[src/qtu_pkg.sv]
package qtu_pkg;

    localparam int unsigned COUNT_W = 16;
    localparam logic [COUNT_W-1:0] MAX_LEN = 16'd65535;

    localparam int unsigned FIFO_DEPTH = 4;
    localparam int unsigned PTR_W = $clog2(FIFO_DEPTH);
    localparam int unsigned LEVEL_W = $clog2(FIFO_DEPTH + 1);

    localparam logic [7:0] CH_QUOTE = 8'h22;
    localparam logic [7:0] CH_BSLASH = 8'h5c;
    localparam logic [7:0] CH_SLASH = 8'h2f;
    localparam logic [7:0] CH_LC_B = 8'h62;
    localparam logic [7:0] CH_LC_F = 8'h66;
    localparam logic [7:0] CH_LC_N = 8'h6e;
    localparam logic [7:0] CH_LC_R = 8'h72;
    localparam logic [7:0] CH_LC_T = 8'h74;
    localparam logic [7:0] CH_LC_X = 8'h78;
    localparam logic [7:0] CH_LC_A = 8'h61;
    localparam logic [7:0] CH_LC_Z = 8'h7a;
    localparam logic [7:0] CH_ZERO = 8'h30;
    localparam logic [7:0] CH_NINE = 8'h39;
    localparam logic [7:0] HEX_ALPHA_OFS = 8'h41 - 8'd10;
    localparam logic [7:0] CASE_DIFF = 8'h20;

    localparam logic [7:0] CC_BS = 8'h08;
    localparam logic [7:0] CC_FF = 8'h0c;
    localparam logic [7:0] CC_LF = 8'h0a;
    localparam logic [7:0] CC_CR = 8'h0d;
    localparam logic [7:0] CC_TAB = 8'h09;

    typedef enum logic [1:0] {
        KIND_BYTE   = 2'd0,
        KIND_END    = 2'd1,
        KIND_BADESC = 2'd2,
        KIND_TRUNC  = 2'd3
    } kind_t;

    typedef struct packed {
        kind_t              kind;
        logic [7:0]         data;
        logic [COUNT_W-1:0] count;
        logic               eot;
    } result_t;

    // Up to two results per input item: a decoded byte or error, then the close.
    typedef struct packed {
        logic    first_vld;
        logic    close_vld;
        result_t first;
        result_t close;
    } push_t;

    // Unchecked hex digit value, kept to 8 bits.
    function automatic logic [7:0] hex_value(input logic [7:0] b);
        logic [7:0] u;
        u = b;
        if (b >= CH_ZERO && b <= CH_NINE) begin
            return b - CH_ZERO;
        end
        if (b >= CH_LC_A && b <= CH_LC_Z) begin
            u = b - CASE_DIFF;
        end
        return u - HEX_ALPHA_OFS;
    endfunction

endpackage

[src/qtu_decode.sv]
module qtu_decode (
    input  logic            aclk,
    input  logic            aresetn,
    input  logic            in_accept,
    input  logic [7:0]      in_byte,
    input  logic            is_last,
    output qtu_pkg::push_t  push
);

    typedef enum logic [1:0] {
        POS_FIRST  = 2'd0,
        POS_SECOND = 2'd1,
        POS_REST   = 2'd2
    } pos_t;

    typedef enum logic [1:0] {
        HEX_IDLE = 2'd0,
        HEX_HIGH = 2'd1,
        HEX_LOW  = 2'd2
    } hex_t;

    pos_t                        pos_reg, pos_next;
    logic                        quoted_reg, quoted_next;
    logic                        esc_reg, esc_next;
    hex_t                        hex_reg, hex_next;
    logic [7:0]                  high_reg, high_next;
    logic [qtu_pkg::COUNT_W-1:0] count_reg, count_next;
    logic                        drop_reg, drop_next;

    logic                        payload;
    logic                        emit_byte;
    logic [7:0]                  byte_val;
    logic                        emit_err;
    logic [qtu_pkg::COUNT_W-1:0] count_step;

    always_comb begin
        pos_next    = pos_reg;
        quoted_next = quoted_reg;
        esc_next    = esc_reg;
        hex_next    = hex_reg;
        high_next   = high_reg;
        drop_next   = drop_reg;
        payload     = 1'b0;
        emit_byte   = 1'b0;
        emit_err    = 1'b0;
        byte_val    = in_byte;

        case (pos_reg)
            POS_FIRST: begin
                if (in_byte == qtu_pkg::CH_QUOTE) begin
                    quoted_next = 1'b1;
                end
                pos_next = POS_SECOND;
            end
            POS_SECOND: begin
                if (!quoted_reg && in_byte == qtu_pkg::CH_QUOTE) begin
                    quoted_next = 1'b1;
                end else begin
                    payload = !(quoted_reg && is_last);
                end
                pos_next = POS_REST;
            end
            default: begin
                payload = !(quoted_reg && is_last);
            end
        endcase

        if (payload && !drop_reg) begin
            if (hex_reg == HEX_HIGH) begin
                high_next = qtu_pkg::hex_value(in_byte);
                hex_next  = HEX_LOW;
            end else if (hex_reg != HEX_IDLE) begin
                emit_byte = 1'b1;
                byte_val  = {high_reg[3:0], 4'd0} + qtu_pkg::hex_value(in_byte);
                hex_next  = HEX_IDLE;
            end else if (esc_reg) begin
                esc_next = 1'b0;
                case (in_byte)
                    qtu_pkg::CH_QUOTE, qtu_pkg::CH_BSLASH, qtu_pkg::CH_SLASH: begin
                        emit_byte = 1'b1;
                    end
                    qtu_pkg::CH_LC_B: begin
                        emit_byte = 1'b1;
                        byte_val  = qtu_pkg::CC_BS;
                    end
                    qtu_pkg::CH_LC_F: begin
                        emit_byte = 1'b1;
                        byte_val  = qtu_pkg::CC_FF;
                    end
                    qtu_pkg::CH_LC_N: begin
                        emit_byte = 1'b1;
                        byte_val  = qtu_pkg::CC_LF;
                    end
                    qtu_pkg::CH_LC_R: begin
                        emit_byte = 1'b1;
                        byte_val  = qtu_pkg::CC_CR;
                    end
                    qtu_pkg::CH_LC_T: begin
                        emit_byte = 1'b1;
                        byte_val  = qtu_pkg::CC_TAB;
                    end
                    qtu_pkg::CH_LC_X: begin
                        hex_next = HEX_HIGH;
                    end
                    default: begin
                        drop_next = 1'b1;
                        emit_err  = 1'b1;
                    end
                endcase
            end else if (in_byte == qtu_pkg::CH_BSLASH) begin
                esc_next = 1'b1;
            end else begin
                emit_byte = 1'b1;
            end
        end

        count_step = count_reg;
        if (emit_byte && count_reg < qtu_pkg::MAX_LEN) begin
            count_step = count_reg + 1'b1;
        end
        count_next = count_step;

        push.first_vld   = in_accept && (emit_byte || emit_err);
        push.first.kind  = emit_byte ? qtu_pkg::KIND_BYTE : qtu_pkg::KIND_BADESC;
        push.first.data  = emit_byte ? byte_val : 8'd0;
        push.first.count = count_step;
        push.first.eot   = 1'b0;

        push.close_vld   = in_accept && is_last;
        push.close.kind  = drop_next ? qtu_pkg::KIND_BADESC :
                           (hex_next != HEX_IDLE ? qtu_pkg::KIND_TRUNC : qtu_pkg::KIND_END);
        push.close.data  = 8'd0;
        push.close.count = count_step;
        push.close.eot   = 1'b1;

        // Final byte returns the token state to its cleared form.
        if (is_last) begin
            pos_next    = POS_FIRST;
            quoted_next = 1'b0;
            esc_next    = 1'b0;
            hex_next    = HEX_IDLE;
            high_next   = 8'd0;
            count_next  = '0;
            drop_next   = 1'b0;
        end
    end

    always_ff @(posedge aclk) begin
        if (!aresetn) begin
            pos_reg    <= POS_FIRST;
            quoted_reg <= 1'b0;
            esc_reg    <= 1'b0;
            hex_reg    <= HEX_IDLE;
            high_reg   <= 8'd0;
            count_reg  <= '0;
            drop_reg   <= 1'b0;
        end else if (in_accept) begin
            pos_reg    <= pos_next;
            quoted_reg <= quoted_next;
            esc_reg    <= esc_next;
            hex_reg    <= hex_next;
            high_reg   <= high_next;
            count_reg  <= count_next;
            drop_reg   <= drop_next;
        end
    end

    a_esc_hex_excl: assert property (@(posedge aclk) disable iff (!aresetn)
        !(esc_reg && hex_reg != HEX_IDLE))
        else $error("escape and hex decode active together");

    a_last_clears: assert property (@(posedge aclk) disable iff (!aresetn)
        in_accept && is_last |=> pos_reg == POS_FIRST && count_reg == '0 && !drop_reg)
        else $error("token state not cleared after final byte");

    a_drop_silent: assert property (@(posedge aclk) disable iff (!aresetn)
        drop_reg && in_accept |-> !push.first_vld)
        else $error("result emitted while dropping after bad escape");

endmodule

[src/qtu_result_fifo.sv]
module qtu_result_fifo (
    input  logic              aclk,
    input  logic              aresetn,
    input  qtu_pkg::push_t    push,
    output logic              room,
    output logic              out_valid,
    input  logic              out_ready,
    output qtu_pkg::result_t  out_item
);

    qtu_pkg::result_t                 mem_reg [qtu_pkg::FIFO_DEPTH];
    logic [qtu_pkg::PTR_W-1:0]        wr_reg, wr_next;
    logic [qtu_pkg::PTR_W-1:0]        rd_reg, rd_next;
    logic [qtu_pkg::LEVEL_W-1:0]      level_reg, level_next;
    logic [qtu_pkg::PTR_W-1:0]        close_addr;
    logic                             pop;
    logic [qtu_pkg::LEVEL_W-1:0]      n_push;

    assign room      = level_reg <= qtu_pkg::LEVEL_W'(qtu_pkg::FIFO_DEPTH - 2);
    assign out_valid = level_reg != '0;
    assign out_item  = mem_reg[rd_reg];
    assign pop       = out_valid && out_ready;

    always_comb begin
        n_push     = qtu_pkg::LEVEL_W'(push.first_vld) + qtu_pkg::LEVEL_W'(push.close_vld);
        close_addr = wr_reg + qtu_pkg::PTR_W'(push.first_vld);
        wr_next    = wr_reg + qtu_pkg::PTR_W'(n_push);
        rd_next    = rd_reg + qtu_pkg::PTR_W'(pop);
        level_next = level_reg + n_push - qtu_pkg::LEVEL_W'(pop);
    end

    always_ff @(posedge aclk) begin
        if (push.first_vld) begin
            mem_reg[wr_reg] <= push.first;
        end
        if (push.close_vld) begin
            mem_reg[close_addr] <= push.close;
        end
    end

    always_ff @(posedge aclk) begin
        if (!aresetn) begin
            wr_reg    <= '0;
            rd_reg    <= '0;
            level_reg <= '0;
        end else begin
            wr_reg    <= wr_next;
            rd_reg    <= rd_next;
            level_reg <= level_next;
        end
    end

    a_no_overflow: assert property (@(posedge aclk) disable iff (!aresetn)
        level_reg <= qtu_pkg::LEVEL_W'(qtu_pkg::FIFO_DEPTH))
        else $error("result queue overflow");

    a_push_needs_room: assert property (@(posedge aclk) disable iff (!aresetn)
        (push.first_vld || push.close_vld) |-> room)
        else $error("push without room");

    a_ptr_level: assert property (@(posedge aclk) disable iff (!aresetn)
        qtu_pkg::PTR_W'(wr_reg - rd_reg) == qtu_pkg::PTR_W'(level_reg))
        else $error("queue pointers disagree with level");

endmodule

[src/quoted_token_unescaper_unit.sv]
// Results are registered in the result queue when their input item is accepted.
// Throughput: one input item per cycle while s_tready is high; a token's final byte can
// yield two results, which leave one per cycle while m_tready is high, through a four-entry result queue.
// s_tready is high while the queue has room for two results.
// Reset: aresetn, synchronous, active low; clears token state and empties the queue.
module quoted_token_unescaper_unit (
    input  logic        aclk,
    input  logic        aresetn,
    input  logic        s_tvalid,
    output logic        s_tready,
    input  logic [7:0]  s_tdata,   // [7:0] in_byte
    input  logic        s_tlast,   // is_last
    output logic        m_tvalid,
    input  logic        m_tready,
    output logic [23:0] m_tdata,   // [7:0] out_byte, [23:8] payload_count
    output logic [1:0]  m_tuser,   // [1:0] kind
    output logic        m_tlast    // end_of_token
);

    qtu_pkg::push_t   push;
    qtu_pkg::result_t head;
    logic             room;
    logic             in_accept;

    assign s_tready  = room;
    assign in_accept = s_tvalid && room;

    qtu_decode u_decode (
        .aclk      (aclk),
        .aresetn   (aresetn),
        .in_accept (in_accept),
        .in_byte   (s_tdata),
        .is_last   (s_tlast),
        .push      (push)
    );

    qtu_result_fifo u_fifo (
        .aclk      (aclk),
        .aresetn   (aresetn),
        .push      (push),
        .room      (room),
        .out_valid (m_tvalid),
        .out_ready (m_tready),
        .out_item  (head)
    );

    assign m_tdata = {head.count, head.data};
    assign m_tuser = head.kind;
    assign m_tlast = head.eot;

endmodule

[config.mk]
export PLATFORM = sky130hd
export DESIGN_NAME = quoted_token_unescaper_unit
export DESIGN_NICKNAME = d
export VERILOG_FILES = /design/src/qtu_pkg.sv /design/src/qtu_decode.sv /design/src/qtu_result_fifo.sv /design/src/quoted_token_unescaper_unit.sv
export SDC_FILE = /design/constraint.sdc
export NUM_CORES = 1
export LEC_CHECK = 0
export BUFFER_PORTS_ARGS = -buffer_cell sky130_fd_sc_hd__buf_2
export CAP_MARGIN = 40
export CORE_MARGIN = 5
export CORE_UTILIZATION = 45
export CTS_BUF_LIST = sky130_fd_sc_hd__clkbuf_4 sky130_fd_sc_hd__clkbuf_8
export DETAILED_ROUTE_END_ITERATION = 8
export PLACE_DENSITY = 0.61
export RECOVER_POWER = 25
export SKIP_CTS_REPAIR_TIMING = 1
export SLEW_MARGIN = 20
export SYNTH_ARGS = -nofsm -noshare
export SYNTH_HDL_FRONTEND = slang
export SYNTH_SLANG_ARGS = --single-unit
[constraint.sdc]
create_clock -name aclk -period 3.5 [get_ports aclk]
set_input_delay 0.175 -clock aclk [delete_from_list [all_inputs] [get_ports aclk]]
set_output_delay 0.175 -clock aclk [all_outputs]
set_load 0.005 [all_outputs]
; ---- Yosys cells after proc, flatten, opt, wreduce, memory -nomap -nowiden
; Memory sizes are Yosys's and may differ from the RTL's. A register that Yosys moved wholly into a read port is not among the register bits.
; Cells that the tools add are included.
[totals]
latchBits = 0
rom_bits = 0
mem_bits_rw = 108
in_bits = 13
regBits = 34
wordCells = 147
memories = 1
[memory_table]
columns = memory, words, word_bits, rd, rd_clocked_by_memory_dff, wr, line
row1 = u_fifo.mem_reg, 4, 27, 1, 1, 2, qtu_result_fifo.sv:11  ; qtu_pkg::result_t mem_reg [qtu_pkg::FIFO_DEPTH];
[classes]
shifts = 0
order_cmp = 6
n_div = 0
n_mul = 0
n_reduce_logical = 27
bitwise_logic = 0
n_eq_ne = 15
n_addsub = 12
muxes = 76
[op_table]
columns = op, count
row1 = $mux W8, 15
row2 = $eq A8 B7 Y1 const B, 7
row3 = $pmux W8 S5, 1
row4 = $mux W1, 37
row5 = $mux W16, 2
row6 = $mux W4, 7
row7 = $sub A8 B6 Y8 const B, 3
row8 = $mux W2, 11
row9 = $add A16 B1 Y16 const B, 1
row10 = $eq A8 B6 Y1 const B, 2
row11 = $lt A16 B16 Y1 const B, 1
row12 = $logic_and A1 B1 Y1, 10
row13 = $reduce_or A9 Y1, 1
row14 = $add A8 B8 Y8, 1
row15 = $ge A8 B6 Y1 const B, 1
row16 = $ge A8 B7 Y1 const B, 1
row17 = $le A8 B6 Y1 const B, 1
row18 = $le A8 B7 Y1 const B, 1
row19 = $reduce_and A4 Y1, 2
row20 = $reduce_bool A2 Y1, 4
row21 = $reduce_or A8 Y1, 1
row22 = $ne A3 B2 Y1 const B, 2
row23 = $reduce_bool A3 Y1, 2
row24 = $add A2 B1 Y2, 2
row25 = other kinds (15), 20

; ---- Logic depth before layout (Yosys ltp)
; Gate-level depths: netlist (run 1).
[logic_depth]
ltp_word = 20
ltp_mapped = 16

; ---- Cells and area by module
; Synthesis (run 1) repeated with hierarchy kept, for this count alone.
[hier_totals]
hier_cells = 723
area_unflattened_um2 = 8737.1
[by_module_without_submodules]
columns = module, area_each_um2, seq_area_each_um2, n_inst, cells_per_inst
row1 = qtu_result_fifo, 5750.5, 3383.2, 1, 309
row2 = qtu_decode, 2980.4, 540.5, 1, 413
row3 = quoted_token_unescaper_unit, 6.3, 0.0, 1, 1

; ---- Worst setup path after synthesis (run 1)
; OpenSTA, ideal clock, no wires.
[synth_timing]
path_type = flip-flop to flip-flop
start = register u_decode.hex_reg[0]
end = memory u_fifo.mem_reg[0][10] (netlist name) (enable)
synth_period_minus_slack_ns = 3.472
path_stages_with_launch = 13
arrival_time_ns = 3.099
setup_ns = 0.373
path_buffers = 3
slack_ns = 0.028
path_cell_list = dfxtp_1 > or2_1 > buf_4 > a311oi_1 > nand4_1 > nand4_1 > inv_2 > ha_1 > clkbuf_1 > nor3_1 > nor2_1 > buf_2 > inv_1
[synth_rtl]
columns = item, line
row1 = "start, declared", qtu_decode.sv:25  ; hex_t hex_reg, hex_next;
row2 = "start signal, assigned", qtu_decode.sv:161  ; hex_reg <= hex_next;
row3 = "end, declared", qtu_result_fifo.sv:11

==> results_dict.tcl, run 1 <==
set metrics [dict create \
    slowest_stage "or4b_1" \
    fin_skew_ns 0.0105 \
    nets 817 \
    synthTopCellsByArea "edfxtp_1 (29%), dfxtp_1 (19%), mux4_2 (8.1%)" \
    reg2reg_depth 11 \
    worst_path_largest_cell_delay_ns 0.52 \
    place_congestion 0.894 \
    cts_root_buf "clkbuf_8" \
    hold_ws_ns 0.0435 \
    cpMostUsedCell "xnor2_1" \
    hp-class "in -> reg" \
    fin_ws_ns 0.465 \
    synth_warnings 0 \
    grt_overflow 0 \
    drt_iter0_drc 577 \
    netlist_instances 731 \
    coreArea_um2 16500 \
    synthesis.area_um2 7510 \
    finalSetupViolCount 0 \
    largest_reg_flops 108 \
    finalPower_w 0.00430 \
    synthesis.nets 768 \
    drc 0 \
    grt_pass1_wl_mm 30.2 \
    cts_tree "done" \
    ys_seq_area_frac 0.474 \
    die_width_um 139 \
    drt-total-wl_mm 18.6 \
    place_ws_ns 0.00144 \
    postSynthAreaPerCell_um2 10.3 \
    synth_cell_type_count 72 \
    critPathLaunchType "input port" \
    ys_async_sr_fraction 0 \
    dpl.hpwl_mm 12.7 \
    cts_sinks 142 \
    end_kind "flop" \
    crit_chain "buf_2 > inv_1 > ha_1 > or4b_1 > a21o_1 > and3_4 > xnor2_1 > xnor2_1 > mux2i_1 > ha_1 > a21o_1 > a21oi_1 > xnor2_1 > xnor2_1 > xnor2_1 > and3_4 > o31ai_1" \
    grt_start_max_net_pins 29 \
    r2r_slack_ns 0.53 \
    yosys.area.top_type "edfxtp_1" \
    start_util 0.456 \
    slew-limit-headroom 0.464 \
    crit_path_max_fanout 5 \
    hold_viol_final 0 \
    io_pins 42 \
    h-tree-depth 4 \
    viasPerCell 5.80 \
    cp.required_ns 3.86 \
    max_freq_mhz 329 \
    slew_violations 0 \
    dieArea_um2 19400 \
    rsz0062_at_grt "false" \
    critPathLaunch "s_tdata[1]" \
    synth_flop_cell "edfxtp_1" \
    grt_pass1_vias 5760 \
    num_vias 5865 \
    p_leak_nw 2.96 \
    io_buffers 41 \
    clk_path_buf_depth 2 \
    die_h_um 139 \
    final.setup.tns_ns 0 \
    path_clk_slew_ns 0.08 \
    antenna_found_initial 0 \
    rows 47 \
    r2r_end "u_fifo.level_reg[2]" \
    status "completed" \
    r2r-start "u_fifo.level_reg[0]" \
    synth-edff-count 72 \
    area_growth_pct 12.3 \
    dr.pass1.iters 5 \
    cts-buffers-inserted 17 \
    p_per_area_nw_per_um2 510 \
    ys_seq_elements 142 \
    drive_above_1_share 0.168 \
    min_period_ns 3.04 \
    critical_path_class "in -> reg" \
    endpoint "u_fifo.mem_reg[1][24]" \
    ant_nets 0 \
    fin_crit_sh 0.867 \
    antenna_cells 0 \
    grt.total_usage 0.196 \
    ir_drop_mv 0.254 \
    arrival_ns 3.39 \
    tightest_slew_ns 0.804 \
    clk_latency_ns 0.45 \
    synth_top_area_share 0.288 \
    drv_cap 0 \
    routedWlPerCell_um 18.4 \
]
-- layout make-up --
type / count / area, um2
Fill cell: 1538 / 8030
Multi-Input combinational cell: 525 / 3660
Sequential cell: 142 / 3560
Clock inverter: 14 / 143
Timing Repair Buffer: 71 / 472
Tap cell: 220 / 275
Clock buffer: 17 / 234
Inverter: 23 / 86.3
-- where the power goes --
part	internal (W)	switching (W)
Clock	0.000627	0.000642
Combinational	0.000479	0.000575
Sequential	0.00188	0.0000975
Total	0.00298	0.00131
-- cell usage after synthesis (all sizes together), types with 3 or more instances --
cell type and number:
inv 23, mux4 27, or3 23, o21ai 28, nand4 14, or2 7
a21oi 48, o31ai 9, xor2 18, nor2b 3, and3 9, a31oi 13
nor3b 3, buf 20, nor2 104, dfxtp 70, edfxtp 72, and2 11
nand3 26, nand3b 8, mux2i 5, and4 4, nor3 8, nand2b 3
clkbuf 21, nor4 4, nand2 69, a21o 8, xnor2 16, ha 22
-- placed cells by master (no fill, tap or decap), drive strengths merged, types with 7 or more instances in the layout --
master | Yosys | routed
nand3b | 8 | 8
a31oi | 13 | 13
or2 | 7 | 7
or3 | 23 | 23
and3 | 9 | 9
nand2 | 69 | 69
nor3 | 8 | 8
ha | 22 | 22
xnor2 | 16 | 16
mux4 | 27 | 27
xor2 | 18 | 18
a21o | 8 | 8
a21oi | 48 | 48
inv | 23 | 26
dfxtp | 70 | 70
edfxtp | 72 | 72
nand4 | 14 | 14
o31ai | 9 | 9
nand3 | 26 | 26
o21ai | 28 | 28
buf | 20 | 53
and2 | 11 | 11
clkbuf | 21 | 35
nor2 | 104 | 104
-- critical path, delay by kind of cell --
kind | cells | cell delay [ns]
buffers and inverters | 2 | 0.15
AND/OR/NAND/NOR | 3 | 0.89
multiplexers | 1 | 0.20
AO/OA/AOI/OAI | 4 | 0.80
adder cells (fa/ha/maj) | 2 | 0.47
XOR/XNOR | 5 | 0.70
-- metal layers --
metal  share of wire  GRT usage
met5               0          0
met4           0.014     0.0602
met3           0.059     0.0429
met2            0.47      0.301
met1            0.46      0.279
-- cell families (layout without fill, tap and decap cells) --
family,Yosys count,in the layout,synth area share
flops,142,142,0.474
compound gates,131,131,0.110
simple gates,304,304,0.209
xor+xnor,34,34,0.0396
buf+inv,64,125,0.0380
mux,32,32,0.0881
fa+ha+maj,24,24,0.0420
-- per-stage QoR --
step | utilization | area (um2) | std cells
after floorplan | - | 7510 | 731
after global placement | 0.490 | 8070 | 980
after detailed placement | 0.490 | 8070 | 980
after CTS | 0.513 | 8440 | 1011
after global routing | 0.512 | 8440 | 1012
final | 0.512 | 8440 | 1012
-- how the worst min path moves through the flow --
stage	startpoint	endpoint	slack, ns	cells after the start
after global routing	aresetn	u_decode.drop_reg	0.04	2
after CTS	aresetn	u_decode.drop_reg	0.02	2
after floorplan	aresetn	u_decode.pos_reg[0]	0.30	1
after detailed placement	u_fifo.mem_reg[3][0]	u_fifo.mem_reg[3][0]	0.44	2
final	aresetn	u_decode.drop_reg	0.04	2
after global placement	u_fifo.mem_reg[0][0]	u_fifo.mem_reg[0][0]	0.43	2
Note: power is estimated with default switching activity, not from simulation.
==> inputs of run 2 (changes only) <==
--- a/config.mk
+++ b/config.mk
@@ -9,8 +9,8 @@
 export CAP_MARGIN = 40
 export CORE_MARGIN = 5
 export CORE_UTILIZATION = 45
-export CTS_BUF_LIST = sky130_fd_sc_hd__clkbuf_4 sky130_fd_sc_hd__clkbuf_8
 export DETAILED_ROUTE_END_ITERATION = 8
+export GPL_TIMING_DRIVEN = 1
 export PLACE_DENSITY = 0.61
 export RECOVER_POWER = 25
 export SKIP_CTS_REPAIR_TIMING = 1
==> run 2 against run 1 <==
Register-to-register slack barely moved. Clock skew is 0.0026 ns lower. Setup slack worse by 0.041 ns. Combinational power is essentially flat. First-iteration DRC count decreased by 1.0%. Clock power up 37%. Critical path depth stayed put. Via count rose by 0.49%. Routed wire length increased by 0.81%. Final cell count unchanged. Maximum frequency fell by 1.3%. Power increased by 11%.
==> results_dict.tcl, run 2 (synthesized netlist as in run 1, its figures left out) <==
set metrics [dict create \
    status "completed" \
    internal-power_w 0.00340 \
    p_clk_frac 0.365 \
    nets 817 \
    multiInputGateArea_um2 3660 \
    drive_above_1_share 0.168 \
    end_kind "flop" \
    r2r-start "u_fifo.level_reg[0]" \
    final_cell_mix "nor2_1 (102), edfxtp_1 (72), dfxtp_1 (69)" \
    die_width_um 139 \
    p_leak_nw 3.04 \
    p_per_area_nw_per_um2 554 \
    antenna_found_initial 0 \
    cts_tree "done" \
    r2r_slack_ns 0.54 \
    grt_start_max_net_pins 29 \
    grt_overflow 0 \
    ir_drop_mv 0.372 \
    r2r_end "u_fifo.level_reg[2]" \
    final_cells 1012 \
    slew_violations 0 \
    p_switching_w 0.00138 \
    slew-limit-headroom 0.454 \
    place_ws_ns 0.00144 \
    ant_nets 0 \
    num_vias 5894 \
    seq_power_share 0.414 \
    path_clk_slew_ns 0.06 \
    hold_viol_final 0 \
    fin_util 0.524 \
    fin_crit_sh 0.879 \
    coreArea_um2 16500 \
    drt_iter0_drc 571 \
    place_congestion 0.894 \
    arrival_ns 3.40 \
    rows 47 \
    reg2reg_depth 11 \
    fill_cells 1507 \
    io_pins 42 \
    final.setup.tns_ns 0 \
    dieArea_um2 19400 \
    min_period_ns 3.08 \
    routedWlPerCell_um 18.5 \
    cp.required_ns 3.82 \
    tightest_slew_ns 0.818 \
    register_area_um2 3560 \
    start_util 0.456 \
    final_common_cell "nor2_1" \
    critical_path_class "in -> reg" \
    die_h_um 139 \
    switching_share 0.288 \
    area_growth_pct 14.8 \
    drv_cap 0 \
    largest_reg_flops 108 \
    fin_skew_ns 0.00792 \
    min_path_cells 2 \
    drc 0 \
    hold_ws_ns 0.0788 \
    io_buffers 41 \
    grt_pass1_wl_mm 30.5 \
    critPathLaunchType "input port" \
    crit_path_max_fanout 5 \
    max_freq_mhz 325 \
    grt_pass1_vias 5822 \
    combinationalPowerShare 0.221 \
    drt-total-wl_mm 18.7 \
    dpl.hpwl_mm 12.7 \
    antenna_cells 0 \
    hp-class "in -> reg" \
    cts-buffers-inserted 17 \
    fin_ws_ns 0.423 \
    place_inst 980 \
    cts_root_buf "clkbuf_16" \
    grt.total_usage 0.198 \
    hold_start "aresetn" \
    viasPerCell 5.82 \
    cts_sinks 142 \
    h-tree-depth 4 \
    hold_end "u_decode.drop_reg" \
    rsz0062_at_grt "false" \
    finalSetupViolCount 0 \
    clk_path_buf_depth 2 \
    dr.pass1.iters 8 \
    clk_latency_ns 0.42 \
]
==> run 2: changes by cell type in the layout (fill, tap and decap cells not counted) <==
cell,delta
clkbuf_16,+17
clkbuf_8,-17
==> run 2: worst max path at each step <==
stage | start | end | cells after the start
2_1_floorplan | u_decode.hex_reg[0] | u_fifo.mem_reg[0][10] | 12
3_3_place_gp | s_tdata[1] | u_fifo.mem_reg[0][24] | 17
3_5_place_dp | s_tdata[1] | u_fifo.mem_reg[1][24] | 17
4_1_cts | s_tdata[1] | u_fifo.mem_reg[1][24] | 17
5_1_grt | s_tdata[1] | u_fifo.mem_reg[1][24] | 17
6_report | s_tdata[1] | u_fifo.mem_reg[1][24] | 17
==> run 2: power by group through the flow <==
stage          Combinational [W]  Sequential [W]  Clock [W]
6_report                 0.00106         0.00198    0.00174
5_1_grt                  0.00117         0.00200    0.00185
4_1_cts                  0.00107         0.00200    0.00177
3_5_place_dp             0.00106         0.00203          0
3_3_place_gp             0.00105         0.00203          0
2_1_floorplan           0.000749         0.00195          0
==> run 2: layer usage <==
layer | global-route usage | up-vias | share of wire
met5 | 0 | - | 0
met4 | 0.0613 | 0 | 0.014
met3 | 0.0456 | 27 | 0.050
met2 | 0.305 | 206 | 0.46
met1 | 0.279 | 2904 | 0.48
li1 | - | 2757 | -
==> run 2: layout make-up <==
cell class,instances,area share
clock buffer,17,0.0493
clock inverter,14,0.0165
inverter,23,0.0100
multi-input combinational,525,0.424
sequential,142,0.413
tap,220,0.0319
timing repair buffer,71,0.0547
==> run 2: metrics by stage <==
stage	power (W)	area [um2]
after global routing	0.00501	8630
after CTS	0.00484	8630
after floorplan	0.00270	7510
final	0.00478	8630
after global placement	0.00307	8070
after detailed placement	0.00310	8070
==> run 2: worst max-delay path: stages <==
cell     delay, ns
buf_2         0.08
inv_1         0.07
ha_1          0.20
or4b_1        0.51
a21o_1        0.24
and3_4        0.17
xnor2_1       0.13
xnor2_1       0.13
mux2i_1       0.21
ha_1          0.27
a21o_1        0.16
a21oi_1       0.16
xnor2_1       0.19
xnor2_1       0.17
xnor2_1       0.08
and3_4        0.20
o31ai_1       0.24
